### src/sv/pcs_pkg.sv
package pcs_pkg;

	// fixed field widths
	localparam int unsigned SCORE_W    = 36;
	localparam int unsigned VISITS_W   = 20;
	localparam int unsigned PRIOR_W    = 17;
	localparam int unsigned WEIGHT_W   = 16;
	localparam int unsigned INDEX_W    = 6;
	localparam int unsigned DIVISOR_W  = VISITS_W + 1;
	localparam int unsigned WEIGHT_FRAC = 12;
	localparam int unsigned CP_W       = WEIGHT_W + PRIOR_W;

	localparam logic [WEIGHT_W-1:0] WEIGHT_RESET = 16'd4096;

	// defaults for the top-level parameters
	localparam int unsigned MAX_CHILDREN_DEF  = 64;
	localparam int unsigned FRACTION_BITS_DEF = 16;

	typedef enum logic [2:0] {
		ST_IDLE,
		ST_WIN,
		ST_MUL1,
		ST_MUL2,
		ST_DIVS,
		ST_DIVE
	} pcs_state_t;

endpackage

### src/sv/pcs_div.sv
module pcs_div (
	input  logic                           clk,
	input  logic                           arst_n,
	input  logic                           start,
	input  logic [pcs_pkg::SCORE_W-1:0]    dividend,
	input  logic [pcs_pkg::DIVISOR_W-1:0]  divisor,
	output logic                           busy,
	output logic [pcs_pkg::SCORE_W-1:0]    quotient
);
	import pcs_pkg::*;

	localparam int unsigned CW = $clog2(SCORE_W + 1);

	logic [SCORE_W-1:0]   nq_q;
	logic [DIVISOR_W-1:0] rem_q;
	logic [DIVISOR_W-1:0] divisor_q;
	logic [CW-1:0]        cnt_q;
	logic                 busy_q;

	logic [DIVISOR_W:0]   rem_sh;
	logic                 q_bit;
	logic [DIVISOR_W:0]   rem_sub;

	// one quotient bit per cycle: shift the dividend out, the quotient in
	always_comb begin
		rem_sh  = {rem_q, nq_q[SCORE_W-1]};
		q_bit   = rem_sh >= {1'b0, divisor_q};
		rem_sub = rem_sh - {1'b0, divisor_q};
	end

	always_ff @(posedge clk or negedge arst_n) begin
		if (!arst_n) begin
			busy_q <= 1'b0;
			cnt_q  <= '0;
		end else if (start) begin
			busy_q <= 1'b1;
			cnt_q  <= CW'(SCORE_W);
		end else if (busy_q) begin
			cnt_q <= cnt_q - 1'b1;
			if (cnt_q == CW'(1)) begin
				busy_q <= 1'b0;
			end
		end
	end

	always_ff @(posedge clk) begin
		if (start) begin
			nq_q      <= dividend;
			rem_q     <= '0;
			divisor_q <= divisor;
		end else if (busy_q) begin
			nq_q  <= {nq_q[SCORE_W-2:0], q_bit};
			rem_q <= q_bit ? rem_sub[DIVISOR_W-1:0] : rem_sh[DIVISOR_W-1:0];
		end
	end

	assign busy     = busy_q;
	assign quotient = nq_q;

	a_start_busy: assert property (@(posedge clk) disable iff (!arst_n)
		start |=> busy_q) else $error("divider did not go busy");
	a_fell_count: assert property (@(posedge clk) disable iff (!arst_n)
		$fell(busy_q) |-> $past(cnt_q) == CW'(1)) else $error("divider ended early");
	a_rem_below: assert property (@(posedge clk) disable iff (!arst_n)
		busy_q && !$past(start) && divisor_q != '0 |-> rem_q < divisor_q)
		else $error("remainder not below divisor");

endmodule

### src/sv/pcs_sqrt.sv
module pcs_sqrt #(
	parameter int unsigned RW = 26
) (
	input  logic            clk,
	input  logic            arst_n,
	input  logic            start,
	input  logic [2*RW-1:0] radicand,
	output logic            busy,
	output logic [RW-1:0]   root
);
	import pcs_pkg::*;

	localparam int unsigned CW = $clog2(RW + 1);

	logic [2*RW-1:0] rad_q;
	logic [RW:0]     rem_q;
	logic [RW-1:0]   root_q;
	logic [CW-1:0]   cnt_q;
	logic            busy_q;

	logic [RW+2:0]   rem_sh;
	logic [RW+2:0]   trial;
	logic            take;
	logic [RW+2:0]   rem_sub;

	// two radicand bits per cycle, one root bit out
	always_comb begin
		rem_sh  = {rem_q, rad_q[2*RW-1 -: 2]};
		trial   = {1'b0, root_q, 2'b01};
		take    = rem_sh >= trial;
		rem_sub = rem_sh - trial;
	end

	always_ff @(posedge clk or negedge arst_n) begin
		if (!arst_n) begin
			busy_q <= 1'b0;
			cnt_q  <= '0;
			root_q <= '0;
			rem_q  <= '0;
		end else if (start) begin
			busy_q <= 1'b1;
			cnt_q  <= CW'(RW);
			root_q <= '0;
			rem_q  <= '0;
		end else if (busy_q) begin
			cnt_q  <= cnt_q - 1'b1;
			root_q <= {root_q[RW-2:0], take};
			rem_q  <= take ? rem_sub[RW:0] : rem_sh[RW:0];
			if (cnt_q == CW'(1)) begin
				busy_q <= 1'b0;
			end
		end
	end

	always_ff @(posedge clk) begin
		if (start) begin
			rad_q <= radicand;
		end else if (busy_q) begin
			rad_q <= {rad_q[2*RW-3:0], 2'b00};
		end
	end

	assign busy = busy_q;
	assign root = root_q;

	a_start_busy: assert property (@(posedge clk) disable iff (!arst_n)
		start |=> busy_q) else $error("root unit did not go busy");
	a_fell_count: assert property (@(posedge clk) disable iff (!arst_n)
		$fell(busy_q) |-> $past(cnt_q) == CW'(1)) else $error("root unit ended early");
	a_rem_bound: assert property (@(posedge clk) disable iff (!arst_n)
		(RW+2)'(rem_q) <= {1'b0, root_q, 1'b0}) else $error("root remainder too large");

endmodule

### src/sv/puct_child_select.sv
// Channel   Direction  Handshake              Payload
// in        inbound    in_valid / in_stall    child_score, child_visits, child_prior,
//                                             parent_visits, opponent_turn, last_child
// out       outbound   out_valid / out_stall  best_index, best_value
// cfg       inbound    cfg_write_enable       cfg_write_data (exploration weight)
//
// From its acceptance to the next acceptance, one child takes two passes through the shared
// bit-serial divider (win rate, then exploration term).
// The square root of the parent count runs beside the first division of a node.
// Reset clears control state and sets the exploration weight to 1.0.
// in_stall is high while a child is being worked on; a finished result sits in the
// output register and only holds the last child of the next node while out_stall is high.
module puct_child_select #(
	parameter int unsigned MAX_CHILDREN  = pcs_pkg::MAX_CHILDREN_DEF,
	parameter int unsigned FRACTION_BITS = pcs_pkg::FRACTION_BITS_DEF
) (
	input  logic                           clk,
	input  logic                           arst_n,
	input  logic                           cfg_write_enable,
	input  logic [pcs_pkg::WEIGHT_W-1:0]   cfg_write_data,
	input  logic                           in_valid,
	output logic                           in_stall,
	input  logic [pcs_pkg::SCORE_W-1:0]    child_score,
	input  logic [pcs_pkg::VISITS_W-1:0]   child_visits,
	input  logic [pcs_pkg::PRIOR_W-1:0]    child_prior,
	input  logic [pcs_pkg::VISITS_W-1:0]   parent_visits,
	input  logic                           opponent_turn,
	input  logic                           last_child,
	output logic                           out_valid,
	input  logic                           out_stall,
	output logic [pcs_pkg::INDEX_W-1:0]    best_index,
	output logic [pcs_pkg::SCORE_W-1:0]    best_value
);
	import pcs_pkg::*;

	localparam int unsigned RW     = VISITS_W / 2 + FRACTION_BITS;
	localparam int unsigned PROD_W = CP_W + RW;
	localparam int unsigned SHIFT  = WEIGHT_FRAC + FRACTION_BITS;
	localparam int unsigned EXP_W  = PROD_W - SHIFT;
	localparam int unsigned CW     = $clog2(MAX_CHILDREN);

	localparam logic [SCORE_W-1:0] ONE = SCORE_W'(1) << FRACTION_BITS;

	pcs_state_t state_q, state_d;

	logic [WEIGHT_W-1:0]  weight_q;
	logic [VISITS_W-1:0]  visits_q;
	logic [PRIOR_W-1:0]   prior_q;
	logic                 opp_q;
	logic                 last_q;
	logic [SCORE_W-1:0]   win_q;
	logic [CP_W-1:0]      cp_q;
	logic [PROD_W-1:0]    prod_q;
	logic [SCORE_W-1:0]   best_q;
	logic [CW-1:0]        best_idx_q;
	logic [CW-1:0]        cnt_q;
	logic                 have_cand_q;
	logic                 out_valid_q;
	logic [INDEX_W-1:0]   out_idx_q;
	logic [SCORE_W-1:0]   out_val_q;

	logic                 in_acc;
	logic                 div_start;
	logic                 sq_start;
	logic                 commit;
	logic                 div_busy;
	logic                 sq_busy;
	logic [SCORE_W-1:0]   quot;
	logic [RW-1:0]        root;
	logic [SCORE_W-1:0]   div_dividend;
	logic [DIVISOR_W-1:0] div_divisor;
	logic [2*RW-1:0]      radicand;
	logic [SCORE_W-1:0]   win_flip;
	logic [SCORE_W:0]     sum;
	logic [SCORE_W-1:0]   value;
	logic                 replace;
	logic [SCORE_W-1:0]   new_best;
	logic [CW-1:0]        new_idx;
	logic [CW+INDEX_W-1:0] idx_ext;
	logic                 out_block;

	assign in_acc = in_valid && !in_stall;

	// sequencer
	always_ff @(posedge clk or negedge arst_n) begin
		if (!arst_n) begin
			state_q <= ST_IDLE;
		end else begin
			state_q <= state_d;
		end
	end

	always_comb begin
		state_d   = state_q;
		in_stall  = 1'b1;
		div_start = 1'b0;
		sq_start  = 1'b0;
		commit    = 1'b0;
		out_block = last_q && out_valid_q && out_stall;
		unique case (state_q)
			ST_IDLE: begin
				in_stall = 1'b0;
				if (in_valid) begin
					div_start = 1'b1;
					sq_start  = !have_cand_q;
					state_d   = ST_WIN;
				end
			end
			ST_WIN: begin
				if (!div_busy && !sq_busy) begin
					state_d = ST_MUL1;
				end
			end
			ST_MUL1: state_d = ST_MUL2;
			ST_MUL2: state_d = ST_DIVS;
			ST_DIVS: begin
				div_start = 1'b1;
				state_d   = ST_DIVE;
			end
			ST_DIVE: begin
				if (!div_busy && !out_block) begin
					commit  = 1'b1;
					state_d = ST_IDLE;
				end
			end
			default: state_d = ST_IDLE;
		endcase
	end

	// divider operands: win rate on acceptance, exploration term later
	always_comb begin
		if (state_q == ST_IDLE) begin
			div_dividend = child_score;
			div_divisor  = (child_visits == '0) ? DIVISOR_W'(1) : DIVISOR_W'(child_visits);
		end else begin
			div_dividend = SCORE_W'(prod_q[PROD_W-1:SHIFT]);
			div_divisor  = DIVISOR_W'(visits_q) + DIVISOR_W'(1);
		end
	end

	assign radicand = {parent_visits, {(2*FRACTION_BITS){1'b0}}};

	pcs_div u_div (
		.clk      (clk),
		.arst_n   (arst_n),
		.start    (div_start),
		.dividend (div_dividend),
		.divisor  (div_divisor),
		.busy     (div_busy),
		.quotient (quot)
	);

	pcs_sqrt #(
		.RW (RW)
	) u_sqrt (
		.clk      (clk),
		.arst_n   (arst_n),
		.start    (sq_start),
		.radicand (radicand),
		.busy     (sq_busy),
		.root     (root)
	);

	always_comb begin
		win_flip = opp_q ? ((quot >= ONE) ? '0 : ONE - quot) : quot;
		sum      = {1'b0, win_q} + (SCORE_W+1)'(quot[EXP_W-1:0]);
		value    = sum[SCORE_W] ? '1 : sum[SCORE_W-1:0];
		replace  = !have_cand_q || (value > best_q);
		new_best = replace ? value : best_q;
		new_idx  = replace ? cnt_q : best_idx_q;
		idx_ext  = {{INDEX_W{1'b0}}, new_idx};
	end

	// payload registers
	always_ff @(posedge clk) begin
		if (in_acc) begin
			visits_q <= child_visits;
			prior_q  <= child_prior;
			opp_q    <= opponent_turn;
			last_q   <= last_child;
		end
		if (state_q == ST_WIN && !div_busy) begin
			win_q <= win_flip;
		end
		if (state_q == ST_MUL1) begin
			cp_q <= CP_W'(weight_q) * CP_W'(prior_q);
		end
		if (state_q == ST_MUL2) begin
			prod_q <= PROD_W'(cp_q) * PROD_W'(root);
		end
		if (commit) begin
			best_q     <= new_best;
			best_idx_q <= new_idx;
		end
		if (commit && last_q) begin
			out_idx_q <= idx_ext[INDEX_W-1:0];
			out_val_q <= new_best;
		end
	end

	// node and output control
	always_ff @(posedge clk or negedge arst_n) begin
		if (!arst_n) begin
			weight_q    <= WEIGHT_RESET;
			cnt_q       <= '0;
			have_cand_q <= 1'b0;
			out_valid_q <= 1'b0;
		end else begin
			if (cfg_write_enable) begin
				weight_q <= cfg_write_data;
			end
			if (commit && last_q) begin
				out_valid_q <= 1'b1;
			end else if (out_valid_q && !out_stall) begin
				out_valid_q <= 1'b0;
			end
			if (commit) begin
				if (last_q) begin
					have_cand_q <= 1'b0;
					cnt_q       <= '0;
				end else begin
					have_cand_q <= 1'b1;
					cnt_q       <= (cnt_q == CW'(MAX_CHILDREN - 1)) ? '0 : cnt_q + 1'b1;
				end
			end
		end
	end

	assign out_valid  = out_valid_q;
	assign best_index = out_idx_q;
	assign best_value = out_val_q;

	a_root_on_first: assert property (@(posedge clk) disable iff (!arst_n)
		in_acc && !have_cand_q |=> sq_busy) else $error("root not started on first child");
	a_node_cleared: assert property (@(posedge clk) disable iff (!arst_n)
		commit && last_q |=> !have_cand_q && cnt_q == '0 && out_valid_q)
		else $error("node state not cleared after result");
	a_div_free: assert property (@(posedge clk) disable iff (!arst_n)
		div_start |-> !div_busy) else $error("divider restarted while busy");
	a_no_overwrite: assert property (@(posedge clk) disable iff (!arst_n)
		out_valid_q && out_stall |=> out_valid_q && $stable(out_val_q))
		else $error("pending result overwritten");

endmodule

### config.mk
export PLATFORM = sky130hd
export DESIGN_NAME = puct_child_select
export DESIGN_NICKNAME = d
export VERILOG_FILES = /design/src/sv/pcs_pkg.sv /design/src/sv/pcs_div.sv /design/src/sv/pcs_sqrt.sv /design/src/sv/puct_child_select.sv
export SDC_FILE = /design/constraint.sdc
export NUM_CORES = 2
export LEC_CHECK = 0
export BUFFER_PORTS_ARGS = -buffer_cell sky130_fd_sc_hd__clkbuf_2
export CORE_MARGIN = 2
export CORE_UTILIZATION = 55
export CTS_CLUSTER_SIZE = 40
export DETAILED_ROUTE_END_ITERATION = 12
export GPL_TIMING_DRIVEN = 0
export PLACE_DENSITY_LB_ADDON = 0.2
export SLEW_MARGIN = 20
export SYNTH_ARGS = -nofsm -noshare
export SYNTH_HDL_FRONTEND = slang
export SYNTH_SLANG_ARGS = --single-unit
### constraint.sdc
create_clock -name clk -period 7.5 [get_ports clk]
set_input_delay 1.5 -clock clk [delete_from_list [all_inputs] [get_ports clk]]
set_output_delay 1.5 -clock clk [all_outputs]
set_load 0.01 [all_outputs]
=== After elaboration in Yosys (flattened, before gate mapping) ===
Cells that the tools add are included.

* RAM bits: 0
* Memories: 0
* Word-level logic and storage cells: 115
* Input bits: 116
* Output and inout port bits: 44
* Memory bits (read-only): 0
* Flip-flop bits (word level): 442
* Bits in latches: 0

* Equality and inequality tests: 11
* Reductions and logical operators: 20
* Shifts and indexed selects: 0
* Multipliers: 2
* Mux-type cells: 44
* $lt $le $gt $ge: 4
* Divide/modulo/power cells: 0
* Bitwise operators: 0
* Add/sub/neg operators: 8

{| class="wikitable"
|+ Operators by type and width
! cell !! number
|-
| $mux 36 || 7
|-
| $mux 52 || 2
|-
| $mux 27 || 3
|-
| $mul 33x26->59 || 1
|-
| $mux 26 || 2
|-
| $mux 21 || 2
|-
| $add 36x31->37 || 1
|-
| $ge 36x17->1 const B || 1
|-
| $gt 36x36->1 || 1
|-
| $sub 17x36->36 const A || 1
|-
| $mul 16x17->33 || 1
|-
| $mux 6 || 5
|-
| $ge 29x28->1 || 1
|-
| $sub 27x27->27 || 1
|-
| $ge 22x21->1 || 1
|-
| $add 20x1->21 const B || 1
|-
| $sub 21x21->21 || 1
|-
| $logic_not 20->1 || 1
|-
| $mux 20 || 1
|-
| $pmux 3 s6 || 1
|-
| $mux 1 || 15
|-
| $mux 5 || 2
|-
| $mux 3 || 3
|-
| $logic_and 1x1->1 || 8
|-
| 16 further kinds || 26
|}

=== Depth between registers and ports, before layout ===
* Depth in word-level cells: 8
* Depth in mapped cells: 28
* Depth with buffers taken out: 26

=== By module ===
Synthesis repeated with hierarchy kept, for this count alone.

* Cells, all modules: 6,135
* Area, all modules: 59,369.4 um^2

{| class="wikitable"
|+ Modules (own cells, without submodules)
! module !! cells an instance !! area each (um^2) !! seq. area each (um^2) !! instances
|-
| puct_child_select || 5,098 || 48,261.3 || 7,373.3 || 1
|-
| pcs_sqrt || 581 || 6,304.8 || 3,037.9 || 1
|-
| pcs_div || 456 || 4,803.4 || 2,307.2 || 1
|}

=== Worst setup path after synthesis ===
Ideal clock, no wire load.

* Path kind: register -> register
* Start point: register u_sqrt.root_q[5], in the netlist u_sqrt.root[5]
* End point: register prod_q[57], data pin
* Library setup time: 258 ps
* Data arrival time: 6,935 ps
* Stages on the path, launching flop included: 28
* Setup slack: 307 ps
* Clock period less this slack: 7,193 ps
* Path through: dfrtp_1 -> clkbuf_1 -> clkbuf_1 -> nand2_1 -> fa_1 -> inv_1 -> fa_1 -> inv_1 -> fa_1 -> inv_1 -> fa_1 -> fa_1 -> fa_1 -> inv_1 -> fa_1 -> inv_1 -> ha_1 -> buf_2 -> a21oi_1 -> o21ai_0 -> a31oi_1 -> a31oi_1 -> o31ai_2 -> o31ai_1 -> a21boi_1 -> or4_1 -> nand2_1 -> xor2_1

* Longest elaborated chain between the ends: 1

{| class="wikitable"
|+ RTL lines
! element !! RTL line !! RTL
|-
| start: declaration || pcs_sqrt.sv:17 || <nowiki>logic [RW-1:0] root_q;</nowiki>
|-
| start signal: assignment || pcs_sqrt.sv:47 || <nowiki>root_q <= {root_q[RW-2:0], take};</nowiki>
|-
| $mul 33x26->59 || puct_child_select.sv:189 || <nowiki>prod_q <= PROD_W'(cp_q) * PROD_W'(root);</nowiki>
|-
| end signal: assignment || puct_child_select.sv:189 ||
|-
| end: declaration || puct_child_select.sv:53 || <nowiki>logic [PROD_W-1:0] prod_q;</nowiki>
|}

No other way between the ends.
A chain may end at the register's enable or synchronous reset.

=== Final worst setup path ===
* Start point: register cp_q[25]
* End point: register prod_q[57], data pin

* Longest elaborated chain between the ends: 1

{| class="wikitable"
|+ RTL lines
! element !! RTL line !! RTL
|-
| start: declaration || puct_child_select.sv:52 || <nowiki>logic [CP_W-1:0] cp_q;</nowiki>
|-
| start signal: assignment || puct_child_select.sv:186 || <nowiki>cp_q <= CP_W'(weight_q) * CP_W'(prior_q);</nowiki>
|-
| $mul 33x26->59 || puct_child_select.sv:189 ||
|}

No other way between the ends.

==> results by stage <==
STA:
- The number of slew-limit violations in the final report was 0.
- For the pin with the worst max-slew slack, the measured transition is 1.03 ns.
- The post-route minimum period is 7.45 ns.
- The ratio of final minimum period to clock period is 0.994.
- The upper clock frequency limit is 134 MHz.
- The worst hold slack across all endpoints is 0.507 ns.
- Headroom to the max-slew limit came out at 0.311.
- Clock skew on the completed layout was measured at 0.0412 ns.
- The final setup violation count is 0.
- The final hold violation count is 0.
- Setup repair after global routing could not meet its margin everywhere.
- The final critical-path setup slack is between 0.04 and 0.05 ns.

Critical path:
- In this run the worst setup path begins at cp_q[25].
- The data arrival time at the worst-slack endpoint is 7.96 ns.
- On the critical path, the stage with the largest delay is an instance of fa_1.
- The worst stage delay on the critical path is 0.62 ns.
- The classification of the worst setup path is reg -> reg.
- The worst path buffer plus inverter count is 6.
- The worst path required time is between 8 and 9 ns.
- In this design, the critical path's most frequently occurring cell is fa_1.
- The worst setup path is launched from a flip-flop.
- Of all nets on the critical path, the largest fanout is 4.
- The worst register-to-register path begins at cp_q[25].
- The worst setup path is captured at a flip-flop.
- The kind of cell adding the most delay to the critical path is adder cells.

Logic synthesis:
- The post-synthesis sequential area ratio is 0.205.
- The cell accounting for the most synthesized area is fa_1.
- In this run, synthesis inferred 300 flip-flops with an integrated enable.
- Counting flops and latches in the post-synthesis netlist gives ~410.
- The number of different library cells in the post-synthesis netlist is 77.
- Sorting the synthesized cells by how often they occur yields 1,135 x inv_1, 951 x fa_1, 871 x nand2_1.
- The Yosys step of the flow raised 0 warnings.
- In the synthesized netlist the dominant register cell turns out to be edfxtp_1.
- The library cell with the highest instance count after synthesis is inv_1.
- Counting every net in the synthesized netlist gives between 7,000 and 8,000.
- The per-instance average area after synthesis is ~9.4 um^2.
- In the post-synthesis netlist, the biggest area contributors are fa_1 33%, edfxtp_1 16%, ha_1 9.2%.
- Synthesis handed over a netlist of 6,099 instances.
- The share of synthesized area in the top cell type comes to 0.332.
- The share of synthesized registers carrying an async set or reset is 0.225.
- The summed instance area of the synthesized netlist is 0.0573 mm^2.

Place:
- The placed instance area is ~0.06 mm^2.
- OpenSTA, run right after detailed placement, puts the worst setup slack at -1.69 ns.
- The number of port buffers is ~160.
- The final RePlAce weighted congestion is around 0.99.
- The half-perimeter wire length after placement is 138 mm.
- The number of placed instances, taps included, is about 7,700.

Clock network:
- No sink is reached through more buffers than the 3 on the longest clock path.
- After clock tree synthesis, the clock-pin slew on the worst setup and hold paths is about 0.060 ns.
- The CTS tree is done.
- In this run the number of H-tree levels came out at 2.
- Counting every sink on the clock net gives roughly 410.
- The number of clock buffers added by TritonCTS is 50.
- The clock reaches the later pin of the worst-skew pair after ~0.7 ns.
- CTS placed an instance of clkbuf_16 at the clock tree root.

Route:
- Dividing the detail-routed wire length by the instance count gives between 20 and 25 um.
- The wire length after detailed routing is 168 mm.
- The number of DRC markers after the initial detailed-route iteration is approximately 3,200.
- The via count normalized by instance count is 5.62.
- The final antenna-violating net count is 0.
- For this run, design rule violations remaining after detail routing come to 0.
- The first TritonRoute pass finished after 5 iterations.
- The total via count in the routed design is approximately 44,000.

Global routing:
- Entering global routing, the biggest net connects 64 pins.
- Across every metal layer, demand over resource in global routing totals 0.319.
- After global routing the overflow that remains totals 0.
- The via count of the first global-routing pass is around 45,000.
- The number of antenna violations at the first check in global routing is 5.
- The global-route wire length before repair is roughly 260 mm.

Layout:
- The final instance count without filler cells is between 7,000 and 8,000.
- The share of cells above drive strength 1 is 0.0990.
- The area of combinational cells with multiple inputs is 0.0405 mm^2.
- The final-stage net count is between 7,000 and 8,000.
- The number of filler instances in the final layout is approximately 9,000.
- The layout-stage area growth over the synthesis result is 10.7%.
- The area used by sequential logic in the layout is ~0.012 mm^2.
- The finished cells cover ~0.063 mm^2.

Floorplan:
- The starting density of the core is 0.554.
- The die area is ~0.11 mm^2.
- In this run the horizontal extent of the chip is 327 um.
- The placement row count is 118.
- The floorplan step set the die height to around 330 um.
- After floorplanning, the core was sized to cover approximately 0.10 mm^2.
- The count of pins on the block boundary is 160.

Min path:
- The min-delay analysis places its worst path in the category reg -> reg.
- The worst hold path begins at u_div.rem_q[10].

Status:
- The flow ran to the end, and the final reports show no timing, DRC or antenna violations.

Job:
- The max-cap violation count is 0.
==> repair_timing <==
| item | in CTS | in global routing |
|---|---|---|
| hold buffers | 0 | 0 |
| endpoints found under the setup margin | 33 | 46 |
| gates resized for setup | 246 | 228 |
| pin swaps | 10 | 41 |
| buffers inserted | 57 | 42 |
==> cell type report <==
class / instances / share of cell area
Sequential cell: 414 / 0.186
Tap cell: 1380 / 0.0272
Clock buffer: 71 / 0.0218
Timing Repair Buffer: 274 / 0.0287
Inverter: 1138 / 0.0673
Antenna cell: 3 / 0.000118
Multi-Input combinational cell: 4245 / 0.638
Clock inverter: 23 / 0.00505
Buffer: 278 / 0.0258
==> path summary, 6_finish.rpt <==
check                                   to  slack, ns  depth (start not counted)
max                             prod_q[57]       0.05                         25
min                        u_div.rem_q[10]       0.51                          2
max reg2reg                     prod_q[57]       0.05                         25
min reg2reg                u_div.rem_q[10]       0.51                          2
max in group asynchronous   u_div.cnt_q[2]       6.05                          2
min in group asynchronous  u_sqrt.cnt_q[1]       0.73                          1
==> placed cells by master (no fill, tap or decap), drive strengths merged, types with 18 or more instances in the layout <==
| cell type | instances |
|---|---|
| inv | 1137 |
| fa | 951 |
| nand2 | 871 |
| and2 | 575 |
| clkbuf | 451 |
| ha | 422 |
| edfxtp | 300 |
| nor2 | 221 |
| a21oi | 215 |
| buf | 172 |
| o21ai | 164 |
| a21o | 97 |
| dfrtp | 92 |
| xnor2 | 87 |
| a31oi | 81 |
| xor2 | 59 |
| nor3 | 45 |
| nand3 | 43 |
| nand4 | 41 |
| mux2i | 41 |
| mux2 | 36 |
| nor2b | 29 |
| a211oi | 25 |
| nand2b | 25 |
| dfxtp | 21 |
| or3 | 21 |
| nor4 | 19 |
| o31ai | 18 |
==> metal layers <==
metal / vias to the layer above / wire length [um] / track usage
met5: - / 8 / 0
met4: 2 / 10400 / 0.159
met3: 475 / 15300 / 0.0645
met2: 1996 / 77000 / 0.523
met1: 21800 / 64900 / 0.402
li1: 19700 / - / -
==> state kept, by name, indices dropped and copies added (netlist names), 16 cells and up <==
register,count
weight_q,16
u_div.divisor_q,21
u_div.quotient,36
u_sqrt.rem_q,27
u_div.rem_q,21
visits_q,20
best_value,36
u_sqrt.root,26
cp_q,33
prior_q,17
win_q,36
best_q,36
u_sqrt.rad_q,20
prod_q,31
==> kinds of logic after synthesis <==
kind of cell | Yosys count | share of synthesized area
flops | 414 | 0.205
fa+ha+maj | 1373 | 0.424
buf+inv | 1440 | 0.0944
compound gates | 706 | 0.0756
mux | 77 | 0.0142
simple gates | 1943 | 0.164
xor+xnor | 146 | 0.0223
==> worst reg2reg max path, cell delays in order, from the launching register on <==
cell and delay (ns):
edfxtp_1 0.49, buf_6 0.19, and2_1 0.17, fa_1 0.54, inv_1 0.06, fa_2 0.51, fa_2 0.57, inv_1 0.05
fa_1 0.62, inv_1 0.08, fa_1 0.56, fa_1 0.43, fa_1 0.49, inv_1 0.07, ha_4 0.28, nand2_1 0.10
o21ai_4 0.26, a41oi_4 0.09, a31oi_4 0.21, o31ai_4 0.10, buf_12 0.15, o31ai_4 0.36, a21boi_2 0.14, or4_1 0.52
nand2_1 0.09, xor2_1 0.17
==> per-stage QoR <==
| step | setup TNS (ns) | utilization |
|---|---|---|
| after CTS | -0.0149 | 0.606 |
| after global placement | -25.85 | 0.578 |
| after floorplan | 0 | - |
| after global routing | -0.672 | 0.613 |
| after detailed placement | -28.02 | 0.581 |
| final | 0 | 0.613 |
Power is left out: the tool's default activity adds up to more than one toggle a clock period on the data nets, which glitch-free logic cannot reach.
